File: src/hdl/dzv_pkg.sv
// Shared types and constants of the delta zigzag varint encoder.
// No dependencies; used by dzv_serializer and delta_zigzag_varint_encoder.
package dzv_pkg;

	// width of the write offset register
	localparam int OFFSET_BITS = 16;
	// largest offset the register holds
	localparam logic [OFFSET_BITS-1:0] OFFSET_LIMIT = {OFFSET_BITS{1'b1}};
	// width for the fit check: wide enough for the offset or the capacity plus a carry
	localparam int CMP_W = ((OFFSET_BITS > 16) ? OFFSET_BITS : 16) + 1;

	localparam int CODE_W = 32;
	localparam int LEN_W = 3;
	localparam int GROUP_BITS = 7;
	localparam logic [7:0] MORE_BIT = 8'h80;
	localparam logic [LEN_W-1:0] MAX_BYTES = 3'd5;
	localparam logic [LEN_W-1:0] ONE_BYTE = 3'd1;

	// one encoded record handed to the output serializer
	typedef struct packed {
		logic [CODE_W-1:0] code;
		logic [LEN_W-1:0] len;
		logic [OFFSET_BITS-1:0] offset;
		logic [15:0] count;
		logic accepted;
	} load_t;

endpackage

File: src/hdl/dzv_serializer.sv
// Output serializer: takes one encoded record and emits its bytes one per cycle while out_ready is high.
// Depends on dzv_pkg for the record struct and constants.
module dzv_serializer (
	input  logic clk,
	input  logic arst_n,
	input  logic load_valid,
	output logic load_ready,
	input  dzv_pkg::load_t load,
	output logic out_valid,
	input  logic out_ready,
	output logic [7:0] out_byte,
	output logic [15:0] byte_offset,
	output logic accepted,
	output logic last,
	output logic [15:0] count
);

	logic valid_q;
	logic [dzv_pkg::CODE_W-1:0] code_q;
	logic [dzv_pkg::LEN_W-1:0] left_q;
	logic [dzv_pkg::OFFSET_BITS-1:0] off_q;
	logic [15:0] cnt_q;
	logic acc_q;
	logic is_last;
	logic out_xfer;

	assign is_last = (left_q == dzv_pkg::ONE_BYTE);
	assign out_xfer = valid_q && out_ready;
	// take a new record when empty or when the final byte leaves now
	assign load_ready = !valid_q || (out_ready && is_last);

	// control: valid flag
	always_ff @(posedge clk or negedge arst_n) begin
		if (!arst_n) begin
			valid_q <= 1'b0;
		end else if (load_ready) begin
			valid_q <= load_valid;
		end
	end

	// payload: load a record, or advance to the next byte
	always_ff @(posedge clk) begin
		if (load_ready && load_valid) begin
			code_q <= load.code;
			left_q <= load.len;
			off_q <= load.offset;
			cnt_q <= load.count;
			acc_q <= load.accepted;
		end else if (out_xfer && !is_last) begin
			code_q <= code_q >> dzv_pkg::GROUP_BITS;
			left_q <= left_q - dzv_pkg::ONE_BYTE;
			off_q <= off_q + dzv_pkg::OFFSET_BITS'(1);
		end
	end

	// drive the result fields
	assign out_valid = valid_q;
	assign out_byte = {!is_last, code_q[dzv_pkg::GROUP_BITS-1:0]};
	assign byte_offset = 16'(off_q);
	assign accepted = acc_q;
	assign last = is_last;
	assign count = cnt_q;

	a_left_range: assert property (@(posedge clk) disable iff (!arst_n)
		valid_q |-> (left_q != '0) && (left_q <= dzv_pkg::MAX_BYTES))
		else $error("byte count out of range");

	a_reject_single: assert property (@(posedge clk) disable iff (!arst_n)
		(valid_q && !acc_q) |-> (is_last && (code_q == '0)))
		else $error("rejection is not a single zero byte");

	a_byte_advance: assert property (@(posedge clk) disable iff (!arst_n)
		(out_xfer && !is_last) |=>
		(valid_q && (off_q == $past(off_q) + dzv_pkg::OFFSET_BITS'(1))
		 && (left_q == $past(left_q) - dzv_pkg::ONE_BYTE)))
		else $error("byte offset did not advance");

endmodule

File: src/hdl/delta_zigzag_varint_encoder.sv
// Top level of the delta zigzag varint encoder: input register, encoder state, fit check.
// Depends on dzv_pkg and dzv_serializer.
//
// Each accepted 32-bit value is turned into the delta from the previous accepted
// value, zigzag mapped and LEB128 encoded into 1 to 5 bytes, which leave on the
// output one byte per transaction with their buffer offsets, the accepted flag,
// the record count and last on the final byte. A record that would pass the
// capacity gives one zero byte with accepted low and changes no state. A record
// of 1 to 5 bytes (a rejection 1) holds the output until all its bytes have left
// the byte-wide output serializer; a new value is taken while the previous record
// is still being emitted. The value passes the input register and the serializer
// register before its first byte is presented. capacity resets to 65535; the user
// must write it only while the block is idle; the block itself does not enforce it.
module delta_zigzag_varint_encoder (
	input  logic clk,
	input  logic arst_n,
	input  logic cfg_wr_en,
	input  logic [15:0] cfg_wr_data,
	input  logic in_valid,
	output logic in_ready,
	input  logic [31:0] value,
	output logic out_valid,
	input  logic out_ready,
	output logic [7:0] out_byte,
	output logic [15:0] byte_offset,
	output logic accepted,
	output logic last,
	output logic [15:0] count
);

	localparam logic [31:0] LIM1 = 32'h0000_0080;
	localparam logic [31:0] LIM2 = 32'h0000_4000;
	localparam logic [31:0] LIM3 = 32'h0020_0000;
	localparam logic [31:0] LIM4 = 32'h1000_0000;

	logic [15:0] capacity_q;
	logic [dzv_pkg::OFFSET_BITS-1:0] wr_off_q;
	logic [31:0] prev_q;
	logic [15:0] records_q;
	logic vld_s1;
	logic [31:0] val_s1;

	logic load_ready;
	logic load_fire;
	dzv_pkg::load_t load;
	logic [31:0] delta;
	logic [31:0] zz;
	logic [dzv_pkg::LEN_W-1:0] len;
	logic [dzv_pkg::CMP_W-1:0] end_off;
	logic [dzv_pkg::CMP_W-1:0] limit;
	logic [dzv_pkg::CMP_W-1:0] cap_ext;
	logic [dzv_pkg::CMP_W-1:0] off_lim_ext;
	logic fits;
	logic [15:0] next_count;

	// hold the capacity register
	always_ff @(posedge clk or negedge arst_n) begin
		if (!arst_n) begin
			capacity_q <= 16'hFFFF;
		end else if (cfg_wr_en) begin
			capacity_q <= cfg_wr_data;
		end
	end

	// input register stage
	assign in_ready = !vld_s1 || load_ready;
	always_ff @(posedge clk or negedge arst_n) begin
		if (!arst_n) begin
			vld_s1 <= 1'b0;
		end else if (in_ready) begin
			vld_s1 <= in_valid;
		end
	end

	always_ff @(posedge clk) begin
		if (in_ready && in_valid) begin
			val_s1 <= value;
		end
	end

	// delta, zigzag map and byte count
	assign delta = val_s1 - prev_q;
	assign zz = {delta[30:0], 1'b0} ^ {32{delta[31]}};

	always_comb begin
		priority if (zz < LIM1) begin
			len = 3'd1;
		end else if (zz < LIM2) begin
			len = 3'd2;
		end else if (zz < LIM3) begin
			len = 3'd3;
		end else if (zz < LIM4) begin
			len = 3'd4;
		end else begin
			len = dzv_pkg::MAX_BYTES;
		end
	end

	// check the record against the smaller of capacity and the offset range
	assign cap_ext = dzv_pkg::CMP_W'(capacity_q);
	assign off_lim_ext = dzv_pkg::CMP_W'(dzv_pkg::OFFSET_LIMIT);
	assign limit = (cap_ext < off_lim_ext) ? cap_ext : off_lim_ext;
	assign end_off = dzv_pkg::CMP_W'(wr_off_q) + dzv_pkg::CMP_W'(len);
	assign fits = (end_off <= limit);
	assign next_count = records_q + 16'd1;

	// build the record for the serializer
	always_comb begin
		load.offset = wr_off_q;
		load.accepted = fits;
		if (fits) begin
			load.code = zz;
			load.len = len;
			load.count = next_count;
		end else begin
			load.code = '0;
			load.len = dzv_pkg::ONE_BYTE;
			load.count = records_q;
		end
	end

	assign load_fire = vld_s1 && load_ready;

	// advance the encoder state on an appended record
	always_ff @(posedge clk or negedge arst_n) begin
		if (!arst_n) begin
			wr_off_q <= '0;
			prev_q <= '0;
			records_q <= '0;
		end else if (load_fire && fits) begin
			wr_off_q <= dzv_pkg::OFFSET_BITS'(end_off);
			prev_q <= val_s1;
			records_q <= next_count;
		end
	end

	dzv_serializer u_ser (
		.clk        (clk),
		.arst_n     (arst_n),
		.load_valid (vld_s1),
		.load_ready (load_ready),
		.load       (load),
		.out_valid  (out_valid),
		.out_ready  (out_ready),
		.out_byte   (out_byte),
		.byte_offset(byte_offset),
		.accepted   (accepted),
		.last       (last),
		.count      (count)
	);

	a_state_hold_on_reject: assert property (@(posedge clk) disable iff (!arst_n)
		(load_fire && !fits) |=>
		($stable(wr_off_q) && $stable(prev_q) && $stable(records_q)))
		else $error("state changed on a rejected record");

	a_offset_in_limit: assert property (@(posedge clk) disable iff (!arst_n)
		(load_fire && fits) |=> (dzv_pkg::CMP_W'(wr_off_q) <= $past(limit)))
		else $error("write offset passed the limit");

	a_count_step: assert property (@(posedge clk) disable iff (!arst_n)
		(load_fire && fits) |=> (records_q == $past(records_q) + 16'd1))
		else $error("record count did not step");

endmodule
File: config.mk
export PLATFORM = sky130hd
export DESIGN_NAME = delta_zigzag_varint_encoder
export DESIGN_NICKNAME = d
export VERILOG_FILES = /design/src/hdl/dzv_pkg.sv /design/src/hdl/dzv_serializer.sv /design/src/hdl/delta_zigzag_varint_encoder.sv
export SDC_FILE = /design/constraint.sdc
export NUM_CORES = 1
export LEC_CHECK = 0
export BUFFER_PORTS_ARGS = -buffer_cell sky130_fd_sc_hd__buf_2
export CAP_MARGIN = 20
export CORE_UTILIZATION = 40
export DETAILED_ROUTE_END_ITERATION = 8
export PLACE_DENSITY = 0.64
export SYNTH_ARGS = -nofsm -noshare
export SYNTH_HDL_FRONTEND = slang
export SYNTH_SLANG_ARGS = --single-unit
File: constraint.sdc
create_clock -name clk -period 8.2 [get_ports clk]
set_input_delay 2.46 -clock clk [delete_from_list [all_inputs] [get_ports clk]]
set_output_delay 2.46 -clock clk [all_outputs]
set_load 0.01 [all_outputs]
==> tab_implementation.tex <==
\begin{tabular}{lr}
\hline
Metric & Value \\
\hline
\multicolumn{2}{l}{\textbf{Clock tree}} \\
CTS H-tree lvls & 4 \\
Clock root buffer master & clkbuf\_16 \\
Clock slew at the register clock pins of the worst setup and hold paths & 80 ps \\
Number of buffers created by CTS & 17 \\
Insertion delay to the later sink of the worst-skew pair & 440 ps \\
TritonCTS clock tree & yes \\
Longest Clk Path Bufs & 2 \\
Sinks on Clock Net & 182 \\
Hold-fix buffers at CTS & 0 \\
\multicolumn{2}{l}{\textbf{Yosys}} \\
Net count after synthesis & 1179 \\
Dominant combinational cell family by area after synthesis & simple AND/OR/NAND/NOR gates \\
Post-synthesis cell type count & 90 \\
Syn\_area\_per\_cell & 10.1 um\^{}2 \\
Commonest register cell after synthesis & edfxtp\_1 \\
Fraction of synthesis flops using an asynchronous set or reset pin & 45.1\% \\
Yosys warns & 0 \\
Fraction of the mapped netlist area in adder cells & 6.73\% \\
Xor and xnor area share after synthesis & 10.2\% \\
Share of the yosys chip area belonging to registers & 46.9\% \\
Number of synthesized flops with an enable pin & 100 \\
Compound-gate portion of the synthesized area & 15.2\% \\
Number of register bits inferred by synthesis & 182 \\
Area share of and/or/nand/nor cells after synthesis & 15.4\% \\
Multiplexer share of the synthesized area & 0.613\% \\
Post-synthesis cell count & 1069 \\
Synthesized area & 0.0108 mm\^{}2 \\
\multicolumn{2}{l}{\textbf{Place}} \\
Pre-CTS setup slack & -70.8 ps \\
DP Cell Count & 1462 \\
Placed wire-length estimate & 16200 um \\
Placed instance area & 0.0115 mm\^{}2 \\
GPL Wtd Cong & 0.873 \\
Number of input and output port buffers inserted & 96 \\
\multicolumn{2}{l}{\textbf{Finish}} \\
Final non-filler cell total & 1498 \\
Final nets & 1260 \\
Number of antenna repair diodes & 0 \\
Layout-stage area growth over the synthesis result & 12.7\% \\
Post-route cell area & 0.0122 mm\^{}2 \\
Final design utilization & 46.4\% \\
Fraction of final layout cells sized beyond drive strength 1 & 18.6\% \\
\multicolumn{2}{l}{\textbf{STA}} \\
Slew at the pin closest to its max-slew limit & 750 ps \\
Final setup slack of the worst path & 605 ps \\
Clock Skews & 19.0 ps \\
Unrepaired setup endpoints after global routing & no \\
Relative slew slack & 48.7\% \\
Final-report max-slew violation count & 0 \\
Setup-failing EPs final & 0 \\
Final worst path period need & 7600 ps \\
F\_max & 132 MHz \\
Final worst-path cycle share & 92.6\% \\
Number of hold violations in the final report & 0 \\
Setup tns final & 0 ps \\
\multicolumn{2}{l}{\textbf{Die}} \\
X dimension of the die & 166 um \\
Starting density of the core & 41.2\% \\
Count of pins on the block boundary & 97 \\
Placeable core region & 0.0263 mm\^{}2 \\
Die Ht & 166 um \\
Die area & 0.0277 mm\^{}2 \\
Number of rows in the core area & 59 \\
\multicolumn{2}{l}{\textbf{Power}} \\
Worst ir drop on vdd & 199 uV \\
Cell area power density & 342 mW/mm\^{}2 \\
P\_leak & 5.02 nW \\
\multicolumn{2}{l}{\textbf{Setup path}} \\
Endpoint required time on the critical path & 8560 ps \\
Path type of the worst setup path & register to register \\
R2R cell count & 33 \\
Crit-path most repeated cell & nor2\_1 \\
CP max stage cell & dfrtp\_1 \\
Capturing element type of the critical path & register \\
Delay contributed by the slowest stage of the critical path & 410 ps \\
Critical-path maximum fanout & 24 \\
Worst Path Arrival & 7960 ps \\
Nature of the critical path startpoint & register \\
\multicolumn{2}{l}{\textbf{Global routing}} \\
Number of antenna violations at the first check in global routing & 0 \\
Remaining Overflow, GRT & 0 \\
Global-route wire length before repair & 38100 um \\
Number of global-route vias before repair & 7688 \\
Total routing resource utilization after global routing & 16.9\% \\
Maximum number of pins on one net before global-route repair & 54 \\
\multicolumn{2}{l}{\textbf{Drt}} \\
Antenna violation net count after detailed routing & 0 \\
Post-route DRC violation count & 11 \\
Number of DRC markers in iteration 0 & 450 \\
Average detailed-routed wire length per instance & 14.9 um \\
Total vias in the final route & 7829 \\
Final routed wirelength across all metal layers & 22400 um \\
First-pass iteration count of the detailed router & 7 \\
Vias per inst & 5.23 \\
\multicolumn{2}{l}{\textbf{Status}} \\
Status & finished with violations \\
Violations in the final reports & design-rule violations \\
\multicolumn{2}{l}{\textbf{Run}} \\
Max-capacitance violation count & 0 \\
\multicolumn{2}{l}{\textbf{Hold path}} \\
Worst hold stages & 2 \\
Path type of the worst min-delay path & register to register \\
\hline
\end{tabular}
-- critical path: cells and delay by family (launching register included) --
| family | cells | cell delay [ps] |
|---|---|---|
| DFF | 1 | 410 |
| AOI/OAI and AO/OA | 10 | 2280 |
| buffers and inverters | 3 | 680 |
| xor gates and xnor gates | 2 | 300 |
| adders and majority gates | 4 | 1210 |
| and+or+nand+nor | 14 | 2630 |
-- report_power, final --
| group | leakage, nW | switching, mW | internal [mW] |
|---|---|---|---|
| sequential | 1.96 | 0.0907 | 1.18 |
| clock | 0.282 | 0.401 | 0.408 |
| combinational | 2.79 | 1.25 | 0.840 |
| total | 5.02 | 1.74 | 2.43 |
-- state kept, by name, summed over array words and instances, names as in the netlist --
register and cells:
u_ser.code_q 32, u_ser.count 16, val_s1 32, u_ser.out_valid 1, capacity_q 16, prev_q 32, u_ser.left_q 3, u_ser.byte_offset 16
records_q 16, u_ser.accepted 1, vld_s1 1, wr_off_q 16
-- per-stage QoR --
stage / power, mW / hold slack [ps]
after floorplan: 2.94 / 456
after global routing: 4.50 / 509
final: 4.17 / 489
after CTS: 4.17 / 495
after global placement: 3.32 / 472
after detailed placement: 3.35 / 482
-- cells in the mapped netlist (17+ instances only) --
master,instances,area [um^2]
clkbuf_1,17,63.8
nand2_1,154,578
edfxtp_1,100,3000
nand4_1,21,131
dfrtp_1,66,1650
inv_1,67,251
xnor2_1,70,613
a21oi_1,41,205
nor2_1,62,233
ha_1,55,688
o21ai_0,95,475
xor2_1,50,438
-- layer usage --
metal | share of wire (%) | vias to the layer above | wire [um] | track usage, %
li1 | - | 3910 | - | -
met1 | 46 | 3729 | 10400 | 22.4
met2 | 49 | 162 | 10900 | 28.4
met3 | 3.3 | 28 | 741 | 2.64
met4 | 1.7 | 0 | 380 | 5.35
met5 | 0 | - | 0 | 0
-- timing repair --
item                       4_1_cts  5_1_grt
setup buffers                    0        4
setup endpoints to repair       19       91
pin swaps                        0        3
resized for setup                2        6
-- cell type report --
type,instances,area [um^2]
clock buffers,18,429
clock inverters,14,159
fillers,2486,14100
inverters,69,259
multi-input cells,771,5260
flip-flops and latches,182,5070
well taps,335,419
repair buffers,109,597
-- worst paths after layout --
kind                       startpoint            end  slack [ps]
max reg2reg                 prev_q[0]    wr_off_q[6]         600
min reg2reg                val_s1[22]     prev_q[22]         490
min                        val_s1[22]     prev_q[22]         490
max                         prev_q[0]    wr_off_q[6]         600
max in group asynchronous      arst_n     prev_q[23]        5220
min in group asynchronous      arst_n  records_q[12]        1930
-- placed cells by master, fill, tap and decap left out, drive strengths merged, types with 7 or more instances in the layout --
master	count
a211oi	7
a21o	8
a21oi	46
a22o	11
and2	13
and3	10
buf	109
clkbuf	18
clkinv	9
dfrtp	66
dfstp	16
edfxtp	100
ha	55
inv	73
nand2	157
nand2b	10
nand3	16
nand4	23
nor2	66
nor2b	7
nor3	9
nor4	9
o211ai	7
o21a	9
o21ai	108
or3	10
xnor2	71
xor2	52
-- logic make-up (layout without fill, tap and decap cells) --
logic type               Yosys count  in the layout
AND/OR/NAND/NOR                  343            343
AO/OA/AOI/OAI                    243            243
flip-flops                       182            182
XOR/XNOR                         123            123
buffers and inverters            116            210
adder cells (fa/ha/maj)           57             57
multiplexers                       5              5
Power figures use the tool's default switching activity.
